### config.mk
export PLATFORM = sky130hd
export DESIGN_NAME = lmb_out_flat
export DESIGN_NICKNAME = d
export VERILOG_FILES = /design/src/hw/rtl/lmb_pkg.sv /design/src/hw/rtl/lmb_if.sv /design/src/hw/rtl/lmb_out.sv /design/src/flat_wrapper.sv
export SDC_FILE = /design/constraint.sdc
export NUM_CORES = 1
export LEC_CHECK = 0
export BUFFER_PORTS_ARGS = -buffer_cell sky130_fd_sc_hd__buf_2
export CORE_ASPECT_RATIO = 0.7
export CORE_MARGIN = 2
export CORE_UTILIZATION = 44
export CTS_BUF_LIST = sky130_fd_sc_hd__clkbuf_8
export DETAILED_ROUTE_END_ITERATION = 10
export PLACE_DENSITY = 0.95
export RECOVER_POWER = 25
export SETUP_SLACK_MARGIN = 0.3
export SLEW_MARGIN = 25
export SYNTH_ARGS = -nofsm -noshare
export SYNTH_HDL_FRONTEND = slang
export SYNTH_SLANG_ARGS = --single-unit
export TNS_END_PERCENT = 5
### constraint.sdc
create_clock -name clk -period 4 [get_ports clk]
set_clock_uncertainty 0.05 [all_clocks]
set_input_delay 0.4 -clock clk [delete_from_list [all_inputs] [get_ports clk]]
set_output_delay 0.4 -clock clk [all_outputs]
set_load 0.02 [all_outputs]
### src/hw/rtl/lmb_pkg.sv
`default_nettype none
package lmb_pkg;

  localparam int PANEL_WIDTH = 64;
  localparam int SCAN_ROWS   = 16;
  localparam int COLOUR_BITS = 4;

  localparam int COL_W   = $clog2(PANEL_WIDTH);
  localparam int ROW_W   = $clog2(SCAN_ROWS);
  localparam int ADDR_W  = ROW_W + COL_W;
  localparam int LANE_W  = 12;
  localparam int LANES   = 4;
  localparam int LANE_IW = $clog2(LANES);
  localparam int PLANE_W = 2;
  localparam int ON_W    = 15;
  localparam int CFG_W   = 8;
  localparam int CFG_IW  = 2;
  localparam int RSEL_W  = 4;

  // lane layout of a store word: {b lower, b upper, a lower, a upper}
  localparam int LANE_A_UPPER = 0;
  localparam int LANE_A_LOWER = 1;
  localparam int LANE_B_UPPER = 2;
  localparam int LANE_B_LOWER = 3;

  typedef enum logic [1:0] {
    OP_WRITE   = 2'd0,
    OP_PRESENT = 2'd1,
    OP_TICK    = 2'd2
  } op_e;

  typedef enum logic [CFG_IW-1:0] {
    REG_BRIGHTNESS     = 2'd0,
    REG_TICKS_PER_UNIT = 2'd1,
    REG_REFRESH_ENABLE = 2'd2
  } cfg_reg_e;

  typedef struct packed {
    logic [1:0]  opcode;
    logic [5:0]  pixel_x;
    logic [4:0]  pixel_y;
    logic [11:0] pixel_colour;
  } cmd_t;

  typedef struct packed {
    logic              upper_red;
    logic              upper_green;
    logic              upper_blue;
    logic              lower_red;
    logic              lower_green;
    logic              lower_blue;
    logic              shift_clock;
    logic              latch;
    logic              blank;
    logic [RSEL_W-1:0] row_select;
    logic              status;
    logic              frame_start;
  } pins_t;

  // item handed from the sequencer to the pin stage, registered together with its ram read data
  typedef struct packed {
    logic               valid;
    logic               load;
    logic               clear;
    logic               front;
    logic [PLANE_W-1:0] plane;
    logic               shift_clock;
    logic               latch;
    logic               blank;
    logic [RSEL_W-1:0]  row_select;
    logic               status;
    logic               frame_start;
  } stage_t;

  // data bits in pin order: upper r g b, lower r g b
  function automatic logic [5:0] plane_bits(input logic [LANE_W-1:0] upper,
                                            input logic [LANE_W-1:0] lower,
                                            input logic [PLANE_W-1:0] plane);
    logic [5:0] d;
    d[0] = upper[8 + 32'(plane)];
    d[1] = upper[4 + 32'(plane)];
    d[2] = upper[32'(plane)];
    d[3] = lower[8 + 32'(plane)];
    d[4] = lower[4 + 32'(plane)];
    d[5] = lower[32'(plane)];
    return d;
  endfunction

endpackage
`default_nettype wire

### src/hw/rtl/lmb_if.sv
`default_nettype none


interface lmb_pins_if import lmb_pkg::*; ();
  logic  valid;
  logic  ready;
  pins_t data;
  modport source (output valid, output data, input ready);
  modport sink (input valid, input data, output ready);
endinterface
`default_nettype wire

### src/hw/rtl/lmb_out.sv
`default_nettype none
module lmb_out import lmb_pkg::*; (
  input  wire logic                    clk,
  input  wire logic                    rst,
  input  wire stage_t                  stage,
  input  wire logic [LANES*LANE_W-1:0] rdata,
  output logic                         take,
  lmb_pins_if.source                   pins
);

  logic              out_valid;
  pins_t             out_q;
  logic [5:0]        data_q;
  logic [5:0]        data_new;
  logic [LANE_W-1:0] upper;
  logic [LANE_W-1:0] lower;

  assign take = stage.valid && (!out_valid || pins.ready);

  assign upper = stage.front ? rdata[LANE_B_UPPER*LANE_W +: LANE_W]
                             : rdata[LANE_A_UPPER*LANE_W +: LANE_W];
  assign lower = stage.front ? rdata[LANE_B_LOWER*LANE_W +: LANE_W]
                             : rdata[LANE_A_LOWER*LANE_W +: LANE_W];

  // data pins change only on a column load or a forced blank
  always_comb begin
    if (stage.load) begin
      data_new = plane_bits(upper, lower, stage.plane);
    end else if (stage.clear) begin
      data_new = '0;
    end else begin
      data_new = data_q;
    end
  end

  always_ff @(posedge clk) begin
    if (rst) begin
      out_valid <= 1'b0;
      data_q    <= '0;
    end else if (take) begin
      out_valid <= 1'b1;
      data_q    <= data_new;
    end else if (pins.ready) begin
      out_valid <= 1'b0;
    end
  end

  always_ff @(posedge clk) begin
    if (take) begin
      out_q.upper_red   <= data_new[0];
      out_q.upper_green <= data_new[1];
      out_q.upper_blue  <= data_new[2];
      out_q.lower_red   <= data_new[3];
      out_q.lower_green <= data_new[4];
      out_q.lower_blue  <= data_new[5];
      out_q.shift_clock <= stage.shift_clock;
      out_q.latch       <= stage.latch;
      out_q.blank       <= stage.blank;
      out_q.row_select  <= stage.row_select;
      out_q.status      <= stage.status;
      out_q.frame_start <= stage.frame_start;
    end
  end

  assign pins.valid = out_valid;
  assign pins.data  = out_q;

endmodule
`default_nettype wire
### src/flat_wrapper.sv
// flat-port wrapper written by rule: the top's interface ports become plain ports
module lmb_out_flat import lmb_pkg::*;
  (clk, rst, stage, rdata, take, pins_valid, pins_data, pins_ready);
  lmb_pins_if pins_i ();
  input  wire logic clk;
  input  wire logic rst;
  input  wire stage_t stage;
  input  wire logic [LANES*LANE_W-1:0] rdata;
  output logic take;
  output wire logic [$bits(pins_i.valid)-1:0] pins_valid;
  output wire logic [$bits(pins_i.data)-1:0] pins_data;
  input wire logic [$bits(pins_i.ready)-1:0] pins_ready;
  assign pins_valid = pins_i.valid;
  assign pins_data = pins_i.data;
  assign pins_i.ready = pins_ready;
  lmb_out u_core (.clk(clk), .rst(rst), .stage(stage), .rdata(rdata), .take(take), .pins(pins_i));
endmodule
* Word level (Yosys, flattened, before mapping)
Cells that the tools add are included. W data, S select, Z words.
Storage, ports and cells: flip-flop bits (word level) 22, bits in latches 0, RAM bits 0, bits in read-only memories 0, input bits 66, word-level logic and storage cells 41, memories 0
Operators by class: $add $sub $neg 2, multipliers 0, divide/modulo/power cells 0, order comparisons 3, equal/unequal tests 0, shift operators 0, mux-type cells 18, bitwise logic cells 0, reduce and logical (&&, ||, !) cells 4
Operators by type and width (count):
- $lt A32 B5 Y1 const B | 2
- $mux W12 | 2
- $bmux W1 S4 | 4
- $mux W6 | 2
- $mux W1 | 8
- $add A4 B2 Y5 const A | 1
- $lt A2 B5 Y1 const B | 1
- $add A3 B2 Y4 const A | 1
- $bmux W1 S2 | 2
- $reduce_bool A2 Y1 | 1
- $logic_and A1 B1 Y1 | 1
- $logic_not A1 Y1 | 1
- $logic_or A1 B1 Y1 | 1

* Logic depth before layout (Yosys ltp)
Gate-level depths: netlist (run 1).
depth after elaboration 4, mapped depth 6, mapped depth without buffers 4

* Worst setup path before layout (run 1)
No wires, ideal clock.
path kind in2reg, from in pins_ready, to reg u_core.data_q[1], library setup time 117 ps, data arrival time 1633 ps, required time 3833 ps, slack 2200 ps, cell stages on the path 4, path buffers 0, cells stage by stage nand2b_1 > and2_1 > a21oi_1 > a22o_1
Between the ends: word-level cells in the longest chain between the ends 2
RTL lines:
- start: declaration | RTL line flat_wrapper.sv:12 | input wire logic [$bits(pins_i.ready)-1:0] pins_ready;
- $logic_or A1 B1 Y1 | RTL line lmb_out.sv:18 | assign take = stage.valid && (!out_valid || pins.ready);
- $logic_and A1 B1 Y1 | RTL line lmb_out.sv:18
- via take | RTL line flat_wrapper.sv:9 | output logic take;
- end signal: assignment | RTL line lmb_out.sv:42 | data_q <= data_new;
- end: declaration | RTL line lmb_out.sv:13 | logic [5:0] data_q;
The timed path passes the listed nets, and every way through them passes these cells. A chain may end at the register's enable or synchronous reset.

* Worst setup path in the final report (run 1)
from reg u_core.out_valid, in the netlist u_core.pins.valid, to out take
Between the ends: word-level cells in the longest chain between the ends 3
RTL lines:
- start: declaration | RTL line lmb_out.sv:11 | logic out_valid;
- start signal: assignment | RTL line lmb_out.sv:38 | out_valid <= 1'b0;
- start signal: assignment | RTL line lmb_out.sv:41 | out_valid <= 1'b1;
- start signal: assignment | RTL line lmb_out.sv:44 | out_valid <= 1'b0;
- $logic_not A1 Y1 | RTL line lmb_out.sv:18
- $logic_or A1 B1 Y1 | RTL line lmb_out.sv:18
- $logic_and A1 B1 Y1 | RTL line lmb_out.sv:18
- end: declaration | RTL line flat_wrapper.sv:9
No other way between the ends.

==> results.toml, run 1 <==
[floorplanning]
rows = 15
start_util = 0.4595
pin_count = 83
dieArea_um2 = 2995
die_w_um = 64.57
core_area_um2 = 2459
die-height_um = 46.40

[critical_path]
crit_type = "flip-flop to output pin"
end_kind = "output pin"
worstReg2RegEnd = "u_core.data_q[5]"
r2r_cells = 4
critPathSlowestCell = "and2_1"
critPathLaunchType = "flip-flop"
reg2reg_slack_ns = 2.17
cp_slowest_stage_delay_ns = 0.60
crit_arrival_ns = 1.54
crit_chain = "nand2b_1 > and2_1 > buf_2"
cp_max_fo = 18
reg2reg_from = "u_core.pins.valid"
worstPathRequired_ns = 3.55

[synthesis]
synth.ff_latch_count = 22
syn-num-nets = 151
synthCells = 85
ys_warn_count = 0
syn_area_um2 = 1130
ys_seq_area_frac = 0.5227
async_flop_share = 0
yosys.area.top_type_share = 0.3987
ys.flop_type = "edfxtp_1"
yosys.cell_types.count = 20
synth_edf_count = 15
synth_area_leader_cell = "edfxtp_1"
synthTopCellsByArea = "edfxtp_1 40%, dfxtp_1 12%, mux4_2 12%"
syn_avg_cell_area_um2 = 13.29

[grt]
grt_pass1_wl_um = 4912
track_usage = 0.2237
grt_pass1_vias = 1188
grt-ovfl-total = 0
antenna_found_initial = 0
grt_max_degree = 20

[clock_network]
h-tree-depth = 1
holdBufCountCts = 0
cts.reportedPaths.clkPinSlew_ns = 0.07
ctsResizeCount = 0
cts_tree = "built"
clockRootBuffer = "clkbuf_8"
insertion_delay_ns = 0.25
cts_buffer_depth = 2
clock_sink_count = 22
cts_inserted_buffers = 3
post_cts_buffers = 0

[route]
wl_per_cell_um = 15.35
drt_iter0_drc = 55
first_pass_iters = 4
wl_um = 3085
drc = 0
viasPerCell = 5.393
ant_nets = 0
vias = 1084

[power]
power_density_nw_per_um2 = 323.3
ir_worst_vdd_mv = 0.1900
p_leak_nw = 0.7526

[placement]
pre_cts_ws_ns = 1.931
hpwl_um = 2547
gp_congestion = 0.7781
portBuffers = 82
place_area_um2 = 1553

[timing]
maxSlewViolCount = 0
rsz0062_at_grt = "no"
fin_setup_tns_ns = 0
fin_crit_sh = 0.4968
hold_viol_final = 0
worstMarginPinSlew_ns = 0.7202
layout_setup_ws_ns = 2.013
setup_viol = 0
min_period_ns = 1.987
slew_headroom = 0.5199
max_freq_ghz = 0.5032

[layout]
fin_nets = 234
finalInstanceArea_um2 = 1594
area.growth.synth_to_final_pct = 41.09
seqCellArea_um2 = 590.6
layout-drive-gt1-share = 0.5928
final_common_cell = "buf_2"
final_cell_mix = "79 x buf_2, 15 x edfxtp_1, 11 x mux2_2"
multiInputGateArea_um2 = 501.7
n_fill_cell = 201
n_antenna_cell = 0

[status]
status = "complete, no violations"

[min_path]
min_to = "u_core.pins.data[0]"
hold_path_depth = 1
hp-start = "stage[0]"
hp-class = "input port to flip-flop"

[flow_run]
maxCapViolations = 0
==> layer usage <==
| metal | track usage | wire length, um | vias to the layer above |
|---|---|---|---|
| li1 | - | - | 502 |
| met1 | 0.2300 | 1080 | 521 |
| met2 | 0.4313 | 1769 | 47 |
| met3 | 0.05623 | 134 | 14 |
| met4 | 0.1277 | 101 | 0 |
| met5 | 0 | 0 | - |
==> cell families after synthesis <==
kind of cell    Yosys count  synth area share
flops                    22            0.5227
compound gates           26            0.1561
buf+inv                   6           0.03323
simple gates             14           0.05869
mux                      17            0.2292
==> cell usage after synthesis, types with 2 or more instances <==
library cell	n
nor2b_1	2
dfxtp_1	7
nand2b_1	2
o21ai_0	5
a21o_1	6
inv_1	2
a21oi_1	2
mux4_2	6
buf_6	2
a22o_1	6
edfxtp_1	15
o22ai_1	5
nor2_1	7
mux2_2	11
clkbuf_1	2
==> worst max path at each step <==
stage                                 start              endpoint  cells after the start
after floorplan                  pins_ready      u_core.data_q[1]                      4
after global placement            stage[11]  u_core.pins.data[11]                      5
after detailed placement          stage[11]  u_core.pins.data[11]                      5
after CTS                 u_core.pins.valid                  take                      3
after global routing      u_core.pins.valid                  take                      3
final                     u_core.pins.valid                  take                      3
==> sequential cells by signal, summed over array words and instances (netlist names) <==
signal	count
u_core.data_q	6
u_core.pins.valid	1
u_core.pins.data	15
==> power by group <==
group / internal, mW / total [mW] / switching, mW
clock network: 0.0684 / 0.132 / 0.0641
logic: 0.0587 / 0.117 / 0.0584
registers: 0.261 / 0.266 / 0.00504
==> layout make-up <==
cell class,count,share of cell area
clock buffer,3,0.02590
clock inverter,1,0.002355
inverter,2,0.004710
multi-input combinational,57,0.3148
sequential,22,0.3705
tap,34,0.02669
timing repair buffer,82,0.2551
==> stage by stage <==
stage               std cells  total power [mW]  utilization  hold WS [ns]
floorplan                  85            0.3382            -        0.4002
detailed placement        197            0.3882       0.6316        0.4168
CTS                       201            0.5205       0.6499        0.2560
global placement          197            0.3815       0.6316        0.4154
global route              201            0.5405       0.6483        0.2491
finish                    201            0.5153       0.6483        0.2639
==> worst max-delay path: cells and delay by family (launching register included) <==
kind	cells	cell delay (ns)
simple gates	2	0.68
flops	1	0.31
buf+inv	1	0.29
Note: power is estimated with default switching activity, not from simulation.
==> inputs of run 2 (changes only) <==
CORE_UTILIZATION = 37   (was 44)
PLACE_DENSITY = 0.89   (was 0.95)
clock period = 1.8 ns   (was 4 ns; I/O delays follow)
==> run 2 against run 1 <==
Compared with the run above: largest power group unchanged; clock-buffer cell count increased by 1; highest routed layer unchanged; worst setup slack got worse by 1.6 ns; non-clock buffer count increased by 9; first-iteration DRC count up 75%.
==> results.toml, run 2 (same netlist as run 1, synthesis figures left out) <==
[clock_network]
cts_tree = "built"
holdBufCountCts = 0
cts.reportedPaths.clkPinSlew_ns = 0.08
h-tree-depth = 1
cts_inserted_buffers = 3
clock_sink_count = 22
insertion_delay_ns = 0.26
cts_buffer_depth = 2
clockRootBuffer = "clkbuf_8"

[floorplanning]
die_w_um = 70.05
rows = 16
dieArea_um2 = 3519
start_util = 0.3974
die-height_um = 50.24
pin_count = 83
core_area_um2 = 2843

[min_path]
hp-start = "stage[6]"
hold_path_depth = 1
hp-class = "input port to flip-flop"
min_to = "u_core.pins.data[6]"

[timing]
setup_viol = 0
worstMarginPinSlew_ns = 0.2792
min_period_ns = 1.433
maxSlewViolCount = 0
fin_setup_tns_ns = 0
hold_viol_final = 0
fin_crit_sh = 0.7963
rsz0062_at_grt = "yes"
max_freq_ghz = 0.6977
slew_headroom = 0.8124

[critical_path]
cp_slowest_stage_delay_ns = 0.34
crit_family = "buffers and inverters"
reg2reg_slack_ns = 0.49
crit_start = "stage[11]"
end_kind = "flip-flop"
reg2reg_from = "u_core.pins.valid"
worstPathRequired_ns = 1.78
r2r_cells = 6
cp_max_fo = 10
crit_arrival_ns = 1.41
crit_type = "input port to flip-flop"
critPathSlowestCell = "mux2_2"
critPathLaunchType = "input port"
crit_chain = "buf_2 > buf_4 > mux2_2 > o22ai_1 > nor2_1 > a21o_1"
cp_num_buf_inv = 2
worstReg2RegEnd = "u_core.data_q[4]"

[grt]
grt-ovfl-total = 0
antenna_found_initial = 0
grt_pass1_wl_um = 5071
grt_pass1_vias = 1120
track_usage = 0.1869
grt_max_degree = 13

[layout]
area.growth.synth_to_final_pct = 48.84
multiInputGateArea_um2 = 504.2
final_cell_mix = "80 x buf_2, 15 x edfxtp_1, 11 x mux2_2"
fin_nets = 243
n_fill_cell = 277
final_common_cell = "buf_2"
layout-drive-gt1-share = 0.6307
seqCellArea_um2 = 590.6
n_antenna_cell = 0
largest_reg_flops = 15
finalInstanceArea_um2 = 1682

[route]
viasPerCell = 5.047
drt_iter0_drc = 96
first_pass_iters = 4
wl_um = 3063
ant_nets = 0
drc = 0
wl_per_cell_um = 14.45
vias = 1070

[placement]
gp_congestion = 0.8386
portBuffers = 82
place_area_um2 = 1602
hpwl_um = 2554

[power]
power_density_nw_per_um2 = 727.9
ir_worst_vdd_mv = 0.5197
p_leak_nw = 0.8089

[status]
status = "complete, no violations"

[flow_run]
maxCapViolations = 0
[run 2: repair_timing]
action                                  CTS  global route
pin swaps                                 0             1
gates resized for setup                   2             0
buffers inserted                          0             3
endpoints found under the setup margin    1             3
[run 2: how the worst max path moves through the flow]
| stage | end | cells past startpoint | slack, ns |
|---|---|---|---|
| after CTS | take | 4 | 0.32 |
| after global placement | u_core.pins.data[12] | 6 | 0.15 |
| final | u_core.pins.data[13] | 6 | 0.37 |
| after global routing | u_core.pins.data[12] | 6 | 0.28 |
| after detailed placement | u_core.pins.data[13] | 6 | 0.08 |
| after floorplan | u_core.data_q[0] | 4 | 0.33 |
[run 2: per-layer routing]
| metal | track usage | vias to the layer above | wire length (um) |
|---|---|---|---|
| met1 | 0.2358 | 518 | 1307 |
| met5 | 0 | - | 0 |
| met3 | 0.05422 | 6 | 148 |
| met2 | 0.3206 | 30 | 1555 |
| li1 | - | 516 | - |
| met4 | 0.04487 | 0 | 52 |
[run 2: report_power, final]
group	total [mW]	internal (mW)	leakage [nW]	switching (mW)
Combinational	0.282	0.148	0.576	0.134
Sequential	0.588	0.578	0.204	0.00967
Clock	0.354	0.195	0.0288	0.159
[run 2: per-stage QoR]
stage	utilization	hold slack (ns)	setup WS (ns)	power, mW	std cells
finish	0.5915	0.03863	0.3667	1.224	212
global route	0.5915	0.02202	0.2842	1.287	212
CTS	0.5845	0.03578	0.3205	1.224	209
detailed placement	0.5634	0.3081	0.08185	0.8743	205
global placement	0.5634	0.3072	0.1453	0.8636	205
floorplan	-	0.1991	0.3251	0.7517	85
[run 2: final cells by class]
| type | count | share of cell area |
|---|---|---|
| clock buffer | 4 | 0.03274 |
| inverter | 2 | 0.004464 |
| tap | 36 | 0.02679 |
| sequential | 22 | 0.3512 |
| multi-input combinational | 57 | 0.2999 |
| timing repair buffer | 91 | 0.2850 |
==> inputs of run 3 (changes only) <==
clock period = 1.3 ns   (was 1.8 ns; I/O delays follow)
==> run 3 against run 2 <==
Compared with the run above: via count grew 8.4%; first-iteration DRC count down 20%; total power is 47% higher; worst setup slack lost 0.33 ns; worst hold slack better by 0.034 ns; utilization is 9.1 points higher; combinational power grew 70%; design area is 15% higher; register-to-register slack worse by 0.42 ns; sequential share of layout area shrank 4.7 points; global-route usage up 1.8 points; clock-buffer cell count unchanged.
==> results.toml, run 3 (same netlist as run 1, synthesis figures left out) <==
[route]
route.met3.wl_um = 279
drt-met1-wl_um = 1290
vias = 1160
drc = 0
drt_iter0_drc = 77
wl_met2_um = 1709
highest_layer = "met4"
wl_per_cell_um = 15.03
wl_um = 3411
viasPerCell = 5.110
first_pass_iters = 4
ant_nets = 0

[timing]
fin_crit_sh = 0.9728
maxSlewViolCount = 0
hold_viol_final = 0
setup_viol = 0
min_period_ns = 1.265
rsz0062_at_grt = "yes"
slew_headroom = 0.8286
max_freq_ghz = 0.7908
worstMarginPinSlew_ns = 0.2582

[clock_network]
insertion_delay_ns = 0.27
clock_sink_count = 22
cts_tree = "built"
cts_inserted_buffers = 3
cts_buffer_depth = 2
cts.reportedPaths.clkPinSlew_ns = 0.07
clockRootBuffer = "clkbuf_8"
h-tree-depth = 1

[critical_path]
cp_num_buf_inv = 2
critPathSlowestCell = "dfxtp_1"
crit_family = "flip-flops"
crit_arrival_ns = 1.08
cp_max_fo = 3
end_kind = "output pin"
crit_type = "flip-flop to output pin"
crit_start = "u_core.pins.valid"
r2r_cells = 4
worstPathRequired_ns = 1.12
critPathLaunchType = "flip-flop"
reg2reg_from = "u_core.pins.valid"
worstReg2RegEnd = "u_core.pins.data[0]"
reg2reg_slack_ns = 0.07
cp_slowest_stage_delay_ns = 0.33
crit_chain = "nand2b_1 > and2_4 > buf_12 > buf_8"

[flow_run]
maxCapViolations = 0

[layout]
area.growth.synth_to_final_pct = 71.65
n_antenna_cell = 0
fin_nets = 258
layout-drive-gt1-share = 0.6440
final_util = 0.6822
final_common_cell = "buf_2"
final_cell_mix = "78 x buf_2, 15 x edfxtp_1, 11 x mux2_2"
largest_reg_flops = 15

[floorplanning]
die-height_um = 50.24
dieArea_um2 = 3519
die_w_um = 70.05
rows = 16
start_util = 0.3974
pin_count = 83
core_area_um2 = 2843

[placement]
hpwl_um = 2239
gp_congestion = 0.7312
portBuffers = 82

[power]
p_leak_nw = 0.9156
total_power_mw = 1.794
power_density_nw_per_um2 = 925.1
ir_worst_vdd_mv = 0.8006

[grt]
antenna_found_initial = 0
track_usage = 0.2051
grt-ovfl-total = 0
grt_max_degree = 13
grt_pass1_vias = 1240
grt_pass1_wl_um = 5575

[min_path]
min_to = "u_core.pins.valid"
hp-class = "input port to flip-flop"
hp-start = "stage[14]"
hold_path_depth = 3

[status]
status = "complete, no violations"
==> run 3: cell types whose count changed in the layout (fill, tap and decap cells not counted), sizes merged <==
cell         previous run  this run
dlygate4sd3             0         9
buf                    89        95
==> run 3: repair_timing <==
| action | 4_1_cts | 5_1_grt |
|---|---|---|
| hold buffers | 8 | 1 |
| gates cloned | 1 | 0 |
| resized for setup | 22 | 1 |
| setup buffers | 6 | 0 |
| hold endpoints to repair | 8 | 1 |
| endpoints found under the setup margin | 25 | 41 |
| pin swaps | 5 | 0 |
==> run 3: layer usage <==
metal,track usage,vias up
met1,0.2323,533
met4,0.08974,0
li1,-,546
met2,0.3667,67
met3,0.05622,14
met5,0,-
==> run 3: layout make-up <==
cell class,count,area [um^2]
well taps,36,45.04
clock buffers,4,55.05
flip-flops and latches,22,590.6
inverters,2,7.507
fillers,206,903.4
multi-input cells,57,544.3
repair buffers,106,696.9
==> run 3: worst max-delay path by stage <==
stage,to,slack [ns],cells after the start
after floorplan,u_core.pins.data[10],-0.04,5
after global placement,u_core.pins.data[12],-0.23,6
after detailed placement,u_core.pins.data[12],-0.25,6
after CTS,take,0.07,4
after global routing,take,-0.007,4
final,take,0.04,4
==> run 3: where the power goes <==
group	switching, mW	leakage, nW	internal (mW)
logic	0.209	0.683	0.271
registers	0.0151	0.204	0.801
clock network	0.228	0.0288	0.270
==> run 3: through the flow <==
stage | std cells | setup slack, ns | TNS (ns) | hold slack [ns] | cell area, um^2
after floorplan | 85 | -0.03750 | -0.2080 | 0.1491 | 1151
after global placement | 207 | -0.2261 | -1.992 | 0.2560 | 1649
after detailed placement | 207 | -0.2477 | -2.124 | 0.2583 | 1649
after CTS | 226 | 0.07217 | 0 | 0.00004638 | 1927
after global routing | 227 | -0.007119 | -0.007119 | 0.07894 | 1939
final | 227 | 0.03540 | 0 | 0.07222 | 1939
==> run 3: tightest hold or removal path, cell delays in order <==
cell     delay (ns)
buf_2          0.11
inv_1          0.04
a21oi_1        0.05
