==> config.mk <==
export PLATFORM = sky130hd
export DESIGN_NAME = lmb_seq_flat
export DESIGN_NICKNAME = d
export VERILOG_FILES = /design/src/hw/rtl/lmb_pkg.sv /design/src/hw/rtl/lmb_if.sv /design/src/hw/rtl/lmb_seq.sv /design/src/flat_wrapper.sv
export SDC_FILE = /design/constraint.sdc
export NUM_CORES = 1
export LEC_CHECK = 0
export BUFFER_PORTS_ARGS = -buffer_cell sky130_fd_sc_hd__clkbuf_2
export CORE_MARGIN = 3
export CORE_UTILIZATION = 58
export CTS_BUF_LIST = sky130_fd_sc_hd__clkbuf_4
export DETAILED_ROUTE_END_ITERATION = 7
export HOLD_SLACK_MARGIN = 0.02
export PLACE_DENSITY = 0.82
export REMOVE_ABC_BUFFERS = 1
export SYNTH_ARGS = -nofsm -noshare
export SYNTH_HDL_FRONTEND = slang
export SYNTH_SLANG_ARGS = --single-unit
==> constraint.sdc <==
create_clock -name clk -period 5.8 [get_ports clk]
set_input_delay 0.58 -clock clk [delete_from_list [all_inputs] [get_ports clk]]
set_output_delay 0.58 -clock clk [all_outputs]
set_load 0.02 [all_outputs]
==> src/hw/rtl/lmb_pkg.sv <==
`default_nettype none
package lmb_pkg;

  localparam int PANEL_WIDTH = 64;
  localparam int SCAN_ROWS   = 16;
  localparam int COLOUR_BITS = 4;

  localparam int COL_W   = $clog2(PANEL_WIDTH);
  localparam int ROW_W   = $clog2(SCAN_ROWS);
  localparam int ADDR_W  = ROW_W + COL_W;
  localparam int LANE_W  = 12;
  localparam int LANES   = 4;
  localparam int LANE_IW = $clog2(LANES);
  localparam int PLANE_W = 2;
  localparam int ON_W    = 15;
  localparam int CFG_W   = 8;
  localparam int CFG_IW  = 2;
  localparam int RSEL_W  = 4;

  // lane layout of a store word: {b lower, b upper, a lower, a upper}
  localparam int LANE_A_UPPER = 0;
  localparam int LANE_A_LOWER = 1;
  localparam int LANE_B_UPPER = 2;
  localparam int LANE_B_LOWER = 3;

  typedef enum logic [1:0] {
    OP_WRITE   = 2'd0,
    OP_PRESENT = 2'd1,
    OP_TICK    = 2'd2
  } op_e;

  typedef enum logic [CFG_IW-1:0] {
    REG_BRIGHTNESS     = 2'd0,
    REG_TICKS_PER_UNIT = 2'd1,
    REG_REFRESH_ENABLE = 2'd2
  } cfg_reg_e;

  typedef struct packed {
    logic [1:0]  opcode;
    logic [5:0]  pixel_x;
    logic [4:0]  pixel_y;
    logic [11:0] pixel_colour;
  } cmd_t;

  typedef struct packed {
    logic              upper_red;
    logic              upper_green;
    logic              upper_blue;
    logic              lower_red;
    logic              lower_green;
    logic              lower_blue;
    logic              shift_clock;
    logic              latch;
    logic              blank;
    logic [RSEL_W-1:0] row_select;
    logic              status;
    logic              frame_start;
  } pins_t;

  // item handed from the sequencer to the pin stage, registered together with its ram read data
  typedef struct packed {
    logic               valid;
    logic               load;
    logic               clear;
    logic               front;
    logic [PLANE_W-1:0] plane;
    logic               shift_clock;
    logic               latch;
    logic               blank;
    logic [RSEL_W-1:0]  row_select;
    logic               status;
    logic               frame_start;
  } stage_t;

  // data bits in pin order: upper r g b, lower r g b
  function automatic logic [5:0] plane_bits(input logic [LANE_W-1:0] upper,
                                            input logic [LANE_W-1:0] lower,
                                            input logic [PLANE_W-1:0] plane);
    logic [5:0] d;
    d[0] = upper[8 + 32'(plane)];
    d[1] = upper[4 + 32'(plane)];
    d[2] = upper[32'(plane)];
    d[3] = lower[8 + 32'(plane)];
    d[4] = lower[4 + 32'(plane)];
    d[5] = lower[32'(plane)];
    return d;
  endfunction

endpackage
`default_nettype wire

==> src/hw/rtl/lmb_if.sv <==
`default_nettype none
interface lmb_cmd_if import lmb_pkg::*; ();
  logic valid;
  logic ready;
  cmd_t data;
  modport source (output valid, output data, input ready);
  modport sink (input valid, input data, output ready);
endinterface

`default_nettype wire

==> src/hw/rtl/lmb_seq.sv <==
`default_nettype none
module lmb_seq import lmb_pkg::*; (
  input  wire logic                    clk,
  input  wire logic                    rst,
  lmb_cmd_if.sink                      cmd,
  input  wire logic                    cfg_write,
  input  wire logic [CFG_IW-1:0]       cfg_index,
  input  wire logic [CFG_W-1:0]        cfg_data,
  input  wire logic                    take,
  output stage_t                       stage,
  output logic      [LANES-1:0]        ram_we,
  output logic      [ADDR_W-1:0]       ram_waddr,
  output logic      [LANES*LANE_W-1:0] ram_wdata,
  output logic                         ram_re,
  output logic      [ADDR_W-1:0]       ram_raddr
);

  typedef enum logic [4:0] {
    PH_SHIFT = 5'b00001,
    PH_CLOCK = 5'b00010,
    PH_BLANK = 5'b00100,
    PH_LATCH = 5'b01000,
    PH_ON    = 5'b10000
  } phase_e;

  logic [ADDR_W:0]    clr_cnt;
  logic               clear_done;
  logic               accept;

  logic [4:0]         brightness;
  logic [7:0]         ticks_per_unit;
  logic               refresh_enable;

  logic               front_is_b, front_is_b_next;
  logic               swap_waiting, swap_waiting_next;
  logic [PLANE_W-1:0] plane, plane_next;
  logic [ROW_W-1:0]   scan_row, scan_row_next;
  logic [COL_W-1:0]   column, column_next;
  phase_e             phase, phase_next;
  logic [ON_W-1:0]    on_left, on_left_next;
  logic               pin_clk, pin_clk_next;
  logic               pin_lat, pin_lat_next;
  logic               pin_blank, pin_blank_next;
  logic [RSEL_W-1:0]  pin_row, pin_row_next;

  stage_t             stage_new;
  logic [4:0]         br_eff;
  logic [7:0]         tp_eff;
  logic [12:0]        on_prod;
  logic [15:0]        on_shift;
  logic               wr_half;
  logic [ROW_W-1:0]   wr_row;
  logic [LANE_IW-1:0] wr_lane;
  logic               wr_in_panel;

  assign clear_done = clr_cnt[ADDR_W];
  assign cmd.ready  = clear_done && (!stage.valid || take);
  assign accept     = cmd.valid && cmd.ready;

  // on-time weight, loaded in the latch phase
  assign br_eff   = (brightness == 5'd0) ? 5'd8 : brightness;
  assign tp_eff   = (ticks_per_unit == 8'd0) ? 8'd1 : ticks_per_unit;
  assign on_prod  = 13'(br_eff) * 13'(tp_eff);
  assign on_shift = 16'(on_prod) << plane;

  assign wr_in_panel = (32'(cmd.data.pixel_x) < PANEL_WIDTH)
                    && (32'(cmd.data.pixel_y) < 2 * SCAN_ROWS);
  assign wr_half = 32'(cmd.data.pixel_y) >= SCAN_ROWS;
  assign wr_row  = wr_half ? ROW_W'(32'(cmd.data.pixel_y) - SCAN_ROWS)
                           : ROW_W'(cmd.data.pixel_y);
  assign wr_lane = front_is_b ? (wr_half ? LANE_IW'(LANE_A_LOWER) : LANE_IW'(LANE_A_UPPER))
                              : (wr_half ? LANE_IW'(LANE_B_LOWER) : LANE_IW'(LANE_B_UPPER));

  always_comb begin
    front_is_b_next   = front_is_b;
    swap_waiting_next = swap_waiting;
    plane_next        = plane;
    scan_row_next     = scan_row;
    column_next       = column;
    phase_next        = phase;
    on_left_next      = on_left;
    pin_clk_next      = pin_clk;
    pin_lat_next      = pin_lat;
    pin_blank_next    = pin_blank;
    pin_row_next      = pin_row;
    stage_new         = '0;
    ram_we            = '0;
    ram_waddr         = {wr_row, COL_W'(cmd.data.pixel_x)};
    ram_wdata         = {LANES{cmd.data.pixel_colour}};
    ram_re            = 1'b0;
    ram_raddr         = {scan_row, column};

    if (!clear_done) begin
      ram_we    = '1;
      ram_waddr = clr_cnt[ADDR_W-1:0];
      ram_wdata = '0;
    end

    if (accept) begin
      unique case (op_e'(cmd.data.opcode))
        OP_WRITE: begin
          if (swap_waiting) begin
            stage_new.status = 1'b1;
          end else if (wr_in_panel) begin
            ram_we = LANES'(1) << wr_lane;
          end
        end
        OP_PRESENT: begin
          if (swap_waiting) begin
            stage_new.status = 1'b1;
          end else if (refresh_enable) begin
            swap_waiting_next = 1'b1;
          end else begin
            front_is_b_next = !front_is_b;
          end
        end
        OP_TICK: begin
          if (!refresh_enable) begin
            if (swap_waiting) begin
              front_is_b_next   = !front_is_b;
              swap_waiting_next = 1'b0;
            end
            plane_next      = '0;
            scan_row_next   = '0;
            column_next     = '0;
            phase_next      = PH_SHIFT;
            on_left_next    = '0;
            pin_clk_next    = 1'b0;
            pin_lat_next    = 1'b0;
            pin_blank_next  = 1'b1;
            pin_row_next    = '0;
            stage_new.clear = 1'b1;
          end else begin
            unique case (phase)
              PH_SHIFT: begin
                if (plane == '0 && scan_row == '0 && column == '0) begin
                  stage_new.frame_start = 1'b1;
                  if (swap_waiting) begin
                    front_is_b_next   = !front_is_b;
                    swap_waiting_next = 1'b0;
                  end
                end
                pin_clk_next   = 1'b0;
                pin_lat_next   = 1'b0;
                pin_blank_next = 1'b1;
                stage_new.load = 1'b1;
                ram_re         = 1'b1;
                phase_next     = PH_CLOCK;
              end
              PH_CLOCK: begin
                pin_clk_next = 1'b1;
                if (column == COL_W'(PANEL_WIDTH - 1)) begin
                  column_next = '0;
                  phase_next  = PH_BLANK;
                end else begin
                  column_next = column + COL_W'(1);
                  phase_next  = PH_SHIFT;
                end
              end
              PH_BLANK: begin
                pin_clk_next   = 1'b0;
                pin_blank_next = 1'b1;
                phase_next     = PH_LATCH;
              end
              PH_LATCH: begin
                pin_clk_next   = 1'b0;
                pin_lat_next   = 1'b1;
                pin_blank_next = 1'b1;
                pin_row_next   = RSEL_W'(scan_row);
                on_left_next   = on_shift[ON_W-1:0];
                phase_next     = PH_ON;
              end
              PH_ON: begin
                pin_clk_next   = 1'b0;
                pin_lat_next   = 1'b0;
                pin_blank_next = 1'b0;
                if (on_left > ON_W'(1)) begin
                  on_left_next = on_left - ON_W'(1);
                end else begin
                  on_left_next = '0;
                  phase_next   = PH_SHIFT;
                  if (scan_row == ROW_W'(SCAN_ROWS - 1)) begin
                    scan_row_next = '0;
                    plane_next    = (plane == PLANE_W'(COLOUR_BITS - 1))
                                  ? '0 : plane + PLANE_W'(1);
                  end else begin
                    scan_row_next = scan_row + ROW_W'(1);
                  end
                end
              end
              default: begin
                plane_next      = '0;
                scan_row_next   = '0;
                column_next     = '0;
                phase_next      = PH_SHIFT;
                on_left_next    = '0;
                pin_clk_next    = 1'b0;
                pin_lat_next    = 1'b0;
                pin_blank_next  = 1'b1;
                pin_row_next    = '0;
                stage_new.clear = 1'b1;
              end
            endcase
          end
        end
        default: begin
        end
      endcase
    end

    stage_new.valid       = 1'b1;
    stage_new.front       = front_is_b_next;
    stage_new.plane       = plane;
    stage_new.shift_clock = pin_clk_next;
    stage_new.latch       = pin_lat_next;
    stage_new.blank       = pin_blank_next;
    stage_new.row_select  = pin_row_next;
  end

  always_ff @(posedge clk) begin
    if (rst) begin
      clr_cnt <= '0;
    end else if (!clear_done) begin
      clr_cnt <= clr_cnt + (ADDR_W + 1)'(1);
    end
  end

  always_ff @(posedge clk) begin
    if (rst) begin
      brightness     <= 5'd8;
      ticks_per_unit <= 8'd1;
      refresh_enable <= 1'b0;
    end else if (cfg_write) begin
      unique case (cfg_reg_e'(cfg_index))
        REG_BRIGHTNESS:     brightness <= (cfg_data > CFG_W'(16)) ? 5'd16 : cfg_data[4:0];
        REG_TICKS_PER_UNIT: ticks_per_unit <= cfg_data;
        REG_REFRESH_ENABLE: refresh_enable <= cfg_data[0];
        default: begin
        end
      endcase
    end
  end

  always_ff @(posedge clk) begin
    if (rst) begin
      front_is_b   <= 1'b0;
      swap_waiting <= 1'b0;
      plane        <= '0;
      scan_row     <= '0;
      column       <= '0;
      phase        <= PH_SHIFT;
      on_left      <= '0;
      pin_clk      <= 1'b0;
      pin_lat      <= 1'b0;
      pin_blank    <= 1'b1;
      pin_row      <= '0;
    end else begin
      front_is_b   <= front_is_b_next;
      swap_waiting <= swap_waiting_next;
      plane        <= plane_next;
      scan_row     <= scan_row_next;
      column       <= column_next;
      phase        <= phase_next;
      on_left      <= on_left_next;
      pin_clk      <= pin_clk_next;
      pin_lat      <= pin_lat_next;
      pin_blank    <= pin_blank_next;
      pin_row      <= pin_row_next;
    end
  end

  always_ff @(posedge clk) begin
    if (rst) begin
      stage.valid <= 1'b0;
    end else if (accept) begin
      stage <= stage_new;
    end else if (take) begin
      stage.valid <= 1'b0;
    end
  end

endmodule
`default_nettype wire

==> src/flat_wrapper.sv <==
// flat-port wrapper written by rule: the top's interface ports become plain ports
module lmb_seq_flat import lmb_pkg::*;
  (clk, rst, cfg_write, cfg_index, cfg_data, take, stage, ram_we, ram_waddr, ram_wdata, ram_re, ram_raddr, cmd_valid, cmd_data, cmd_ready);
  lmb_cmd_if cmd_i ();
  input  wire logic clk;
  input  wire logic rst;
  input  wire logic cfg_write;
  input  wire logic [CFG_IW-1:0] cfg_index;
  input  wire logic [CFG_W-1:0] cfg_data;
  input  wire logic take;
  output stage_t stage;
  output logic      [LANES-1:0] ram_we;
  output logic      [ADDR_W-1:0] ram_waddr;
  output logic      [LANES*LANE_W-1:0] ram_wdata;
  output logic ram_re;
  output logic      [ADDR_W-1:0] ram_raddr;
  input wire logic [$bits(cmd_i.valid)-1:0] cmd_valid;
  input wire logic [$bits(cmd_i.data)-1:0] cmd_data;
  output wire logic [$bits(cmd_i.ready)-1:0] cmd_ready;
  assign cmd_i.valid = cmd_valid;
  assign cmd_i.data = cmd_data;
  assign cmd_ready = cmd_i.ready;
  lmb_seq u_core (.clk(clk), .rst(rst), .cmd(cmd_i), .cfg_write(cfg_write), .cfg_index(cfg_index), .cfg_data(cfg_data), .take(take), .stage(stage), .ram_we(ram_we), .ram_waddr(ram_waddr), .ram_wdata(ram_wdata), .ram_re(ram_re), .ram_raddr(ram_raddr));
endmodule
# Yosys cells after proc, flatten, opt, wreduce, memory -nomap -nowiden
# Index checks and enable logic that the tools add are counted.
# Widths: inputs -> output; s select.
[totals]
ff_bits = 81
latchBits = 0
mem_bits_rw = 0
mem_bits_ro = 0
inputBits = 40
wordCells = 166
n_memories = 0
[classes]
n_addsub = 6
multipliers = 1
div = 0
n_lt_le_gt_ge = 3
n_eq_ne = 19
n_shift = 2
muxes = 73
bitwise_logic = 1
n_reduce_logical = 34
[ops]
columns = ["operator", "count"]
rows = [
  ["$mux 48", 1],
  ["$pmux 15 s3", 1],
  ["$mux 4", 11],
  ["$mux 1", 34],
  ["$mux 15", 2],
  ["$pmux 5 s5", 1],
  ["$mux 5", 4],
  ["$pmux 4 s2", 2],
  ["$gt 15x1->1 const B", 1],
  ["$shl 13x2->15", 1],
  ["$sub 15x1->15 const B", 1],
  ["$mul 5x8->13", 1],
  ["$mux 6", 2],
  ["$ne 3x3->1 const B", 4],
  ["$pmux 6 s2", 1],
  ["$reduce_and 3->1", 4],
  ["$reduce_or 4->1", 3],
  ["$add 11x1->11 const B", 1],
  ["$mux 11", 1],
  ["$mux 10", 1],
  ["$mux 2", 5],
  ["$gt 8x5->1 const B", 1],
  ["$logic_not 8->1", 1],
  ["$mux 8", 1],
  ["34 further kinds", 54],
]

# Depth between registers and ports, before layout
[logic_depth]
depth_word = 8
mapped_depth = 17
ltp_nobuf = 17

# Worst setup path after synthesis
# OpenSTA, ideal clock, no wires.
[synth_timing]
path_type = "reg-to-reg"
startpoint = "register u_core.brightness[0]"
endpoint = "register u_core.on_left[12]"
setup_time_ns = 0.091
arrival_ns = 4.757
t_required_ns = 5.709
slack_ns = 0.952
path_stages_with_launch = 15
n_path_buf = 1
path_cell_list = "dfxtp_1 clkbuf_1 o41ai_1 nand2_1 fa_1 fa_1 fa_1 inv_1 ha_1 nor2b_1 o31ai_1 a21oi_1 o21a_1 or4_1 a311oi_1"
[synth_between]
elab_chain_len = 6
[synth_rtl]
columns = ["item", "line_no", "rtl"]
rows = [
  ["start: declaration", "lmb_seq.sv:30", "logic [4:0] brightness;"],
  ["start signal: assignment", "lmb_seq.sv:235", "REG_BRIGHTNESS: brightness <= (cfg_data > CFG_W'(16)) ? 5'd16 : cfg_data[4:0];"],
  ["$logic_not 5->1", "lmb_seq.sv:61", "assign br_eff = (brightness == 5'd0) ? 5'd8 : brightness;"],
  ["$mux 5 *", "lmb_seq.sv:61", ""],
  ["$mul 5x8->13 *", "lmb_seq.sv:63", "assign on_prod = 13'(br_eff) * 13'(tp_eff);"],
  ["$shl 13x2->15 *", "lmb_seq.sv:64", "assign on_shift = 16'(on_prod) << plane;"],
  ["$pmux 15 s3 *", "lmb_seq.sv:134", "unique case (phase)"],
  ["$mux 15 *", "lmb_seq.sv:118", "if (!refresh_enable) begin"],
  ["end signal: assignment", "lmb_seq.sv:264", "on_left <= on_left_next;"],
  ["end: declaration", "lmb_seq.sv:40", "logic [ON_W-1:0] on_left, on_left_next;"],
]
# Every way passes the cells marked *; elsewhere a longest branch is shown, timed or not.
# A chain may end at the register's enable or synchronous reset.

# Worst setup path in the final report
[layout_timing]
startpoint = "register u_core.ticks_per_unit[4]"
endpoint = "register u_core.on_left[12]"
[layout_between]
elab_chain_len = 6
[layout_rtl]
columns = ["item", "line_no", "rtl"]
rows = [
  ["start: declaration", "lmb_seq.sv:31", "logic [7:0] ticks_per_unit;"],
  ["start signal: assignment", "lmb_seq.sv:236", "REG_TICKS_PER_UNIT: ticks_per_unit <= cfg_data;"],
  ["$logic_not 8->1", "lmb_seq.sv:62", "assign tp_eff = (ticks_per_unit == 8'd0) ? 8'd1 : ticks_per_unit;"],
  ["$mux 8 *", "lmb_seq.sv:62", ""],
  ["$mul 5x8->13 *", "lmb_seq.sv:63", ""],
  ["$shl 13x2->15 *", "lmb_seq.sv:64", ""],
  ["$pmux 15 s3 *", "lmb_seq.sv:134", ""],
  ["$mux 15 *", "lmb_seq.sv:118", ""],
]
# Marks and branches as above.

==> flow_summary.json <==
{
  "final_period_minus_worst_setup_slack_ns": 4.839,
  "globalRouteOverflowTotal": 0,
  "rsz0062_at_grt": "false",
  "chipWidth_microns": 109.8,
  "drt_first_iter_violations": 379,
  "via_count": 5752,
  "dieArea_sq_um": 12060,
  "total_number_of_yosys_warnings": 0,
  "synth.top_cells.by_area": "dfxtp_1, edfxtp_1, ha_1, fa_1, and2_1",
  "synth_top_area_share_pct": 21.46,
  "chipHeight_microns": 109.8,
  "largest_family_of_logic_cells_by_synthesized_area": "simple AND/OR/NAND/NOR gates",
  "timing.slew.headroom_pct": 36.10,
  "power.static_leakage_nw": 3.101,
  "io-pin-count": 129,
  "globalplace.congestion": 0.9126,
  "synth-async-reset-ratio_pct": 0,
  "seq_area_sq_um": 1762,
  "final_util_pct": 65.29,
  "detailed_place_hpwl_microns": 12500,
  "power.density_cell_area_nw_per_um2": 142.7,
  "kind_of_start_point_of_the_critical_path": "flip-flop",
  "path_buf_inv": 1,
  "worst_path_max_fanout": 7,
  "worst_pin_slew_ns": 0.9573,
  "critPathMaxStageDelay_ns": 0.54,
  "drcViolationCount": 0,
  "floorplan.initialDensity_pct": 60.00,
  "status": "completed",
  "port-buffer-count": 128,
  "register_share_of_total_power_pct": 60.0,
  "cells_after_synthesis": 768,
  "post_cts_buffers": 0,
  "placed_cells": 964,
  "synth_cell_area_sq_um": 6250,
  "arrival_ns": 5.21,
  "worstPathRequired_ns": 6.17,
  "report.final.hold_viol_count": 0,
  "register_bit_count_reported_by_yosys": 81,
  "highest_ir_drop_seen_on_vdd_v": 0.0001212,
  "total_switching_power_mw": 0.2684,
  "ctsHoldBuffers": 0,
  "clockBufferDepth": 2,
  "post_synth_most_frequent_cells": "nor2_1, nand2_1, dfxtp_1",
  "internal_power_mw": 0.7018,
  "num-fill-cells": 902,
  "post_route_cells_drive_above_1_share_pct": 20.62,
  "synth.mux.area_fraction_pct": 4.885,
  "post-synth-top-count-cell": "nor2_1",
  "slowest_cell_on_the_critical_path": "fa_1",
  "post-route-period-util_pct": 83.43,
  "antennaDiodeCount": 0,
  "tritoncts": "done",
  "report.final.slew_viol_count": 0,
  "clock-skew-final_ns": 0.01661,
  "vias_in_the_first_global_route": 5407,
  "cts_buffers": 9,
  "finalSetupViolCount": 0,
  "final_nets": 930,
  "post_drt_via_cell_ratio": 5.869,
  "power.share.switching_pct": 27.67,
  "synth-adder-area-share_pct": 12.37,
  "grt_start_max_net_pins": 58,
  "cell_by_cell_listing_of_the_critical_path": "nor4_1 > a21oi_1 > nand2b_1 > fa_1 > fa_1 > fa_1 > inv_1 > ha_1 > nor2b_1 > o31ai_1 > a21oi_1 > o21a_1 > or4_1 > a311oi_1",
  "cts.sinks": 81,
  "comb_power_share_pct": 7.9,
  "finish.instance_area_sq_um": 6800,
  "synth_simple_gate_area_share_pct": 25.81,
  "drt_first_pass_iters": 5,
  "path_clk_slew_ns": 0.14,
  "synth-edff-count": 14,
  "post_dp_cell_area_sq_um": 6680,
  "finalNonFillerCells": 980,
  "cts.root.buffer_cell": "clkbuf_4",
  "power.share.clock_pct": 32.1,
  "ctsResizeCount": 0,
  "ctsHtreeMaxLevel": 3,
  "detail_route.wirelength_microns": 16130,
  "path_class": "reg2reg",
  "cell_repeated_most_along_the_worst_path": "fa_1",
  "average_size_of_a_mapped_cell_sq_um": 8.138,
  "drtAntennaViolNets": 0,
  "yosysTopAreaCell": "dfxtp_1",
  "max_cap_viol_count": 0,
  "clkLatencyLatePin_ns": 0.45,
  "area.growth.synth_to_final_pct": 8.809,
  "avgRoutedWirePerCell_microns": 16.46,
  "placeableCoreArea_sq_um": 10420,
  "std_cell_rows": 37,
  "synth.lib_cells_used.distinct": 65,
  "timing.fmax_mhz": 206.7,
  "multiInputGateArea_sq_um": 3886,
  "antenna_found_initial": 0,
  "grt_pass1_wl_microns": 26160,
  "global_route.usage.total_pct": 27.33,
  "hp-class": "in2reg",
  "fin_total_pwr_mw": 0.9702,
  "critical-path-top-delay-family": "adder cells",
  "xor_xnor_portion_of_the_synthesized_cell_area_pct": 3.784,
  "yosysSeqAreaShare_pct": 28.19,
  "synth_flop_cell": "dfxtp_1",
  "timing.setup.tns_ns": 0,
  "synth_compound_area_share_pct": 15.34,
  "setup_slack_reg_to_reg_ns": 0.96,
  "endpoint_kind": "flip-flop"
}
per-layer routing:
layer | GRT usage (%) | vias up | share of wire, %
li1 | - | 2777 | -
met3 | 5.520 | 33 | 6.5
met1 | 34.34 | 2712 | 41
met4 | 9.617 | 0 | 3.0
met2 | 46.45 | 230 | 49
met5 | 0 | - | 0
worst paths after layout:
check,from,to,cells after the start
max,u_core.ticks_per_unit[4]$_SDFFE_PP0P_,u_core.on_left[12]$_SDFFE_PP0P_,14
min,cfg_data[3],u_core.brightness[3]$_SDFFE_PP1P_,2
max reg2reg,u_core.ticks_per_unit[4]$_SDFFE_PP0P_,u_core.on_left[12]$_SDFFE_PP0P_,14
min reg2reg,u_core.brightness[3]$_SDFFE_PP1P_,u_core.brightness[3]$_SDFFE_PP1P_,1
metrics by stage:
step,hold slack (ns),worst slack (ns)
after floorplan,0.4454,1.045
after global placement,0.4688,1.094
after detailed placement,0.4763,0.9644
after CTS,0.3696,0.9370
after global routing,0.3547,0.6298
final,0.3845,0.9612
cells by family (layout without fill, tap and decap cells):
kind of cell,count (synthesis),count (layout)
AND/OR/NAND/NOR,313,313
AO/OA/AOI/OAI,145,145
buffers and inverters,122,198
flip-flops,81,81
adder cells (fa/ha/maj),51,51
multiplexers,29,29
XOR/XNOR,27,27
sequential cells by signal (all words and copies together), names as in the netlist:
name,flops
u_core.brightness,5
u_core.clr_cnt,11
u_core.column,6
u_core.front_is_b,1
u_core.on_left,15
u_core.phase,5
u_core.pin_blank,1
u_core.pin_clk,1
u_core.pin_lat,1
u_core.pin_row,4
u_core.plane,2
u_core.refresh_enable,1
u_core.scan_row,4
u_core.stage,15
u_core.swap_waiting,1
u_core.ticks_per_unit,8
cell usage in the layout (no fill, tap or decap), types with 3 or more instances in the layout:
master    instances
dfxtp_1          67
and2_1           45
buf_4             5
clkbuf_4         10
o21a_1            7
a22o_1            5
inv_1            49
nor3_1           27
nor3b_1           5
a21oi_1          40
o22ai_1           7
nand2b_1          6
ha_1             33
nor2b_1          10
or3_1             5
or2_2             5
nand3b_1          3
xor2_1           13
nand3_1          19
nand2_1          71
a31oi_1           5
a22oi_1           6
fa_1             18
o211ai_1          7
nor2_1           72
o21ai_0          32
clkbuf_2        128
a211oi_1          4
mux2i_1          17
nor4_1            7
mux2_2           12
or4_1             5
edfxtp_1         14
and3_1           12
o221ai_1          3
xnor2_1          14
a21o_1            5
nand4_1          10
area by class of cell:
| class | instances | share of cell area (%) |
|---|---|---|
| sequential | 81 | 25.91 |
| multi-input combinational | 565 | 57.15 |
| clock inverter | 6 | 0.6624 |
| timing repair buffer | 133 | 9.972 |
| tap | 136 | 2.502 |
| clock buffer | 10 | 1.104 |
| inverter | 49 | 2.705 |
power by group through the flow:
stage                     logic (mW)  clock network (mW)  registers (mW)
final                         0.0767               0.311           0.582
after global placement        0.0740                   0           0.594
after floorplan               0.0417                   0           0.592
after CTS                     0.0766               0.311           0.582
after global routing          0.0853               0.335           0.583
after detailed placement      0.0761                   0           0.594
(Power assumes the default switching activity.)
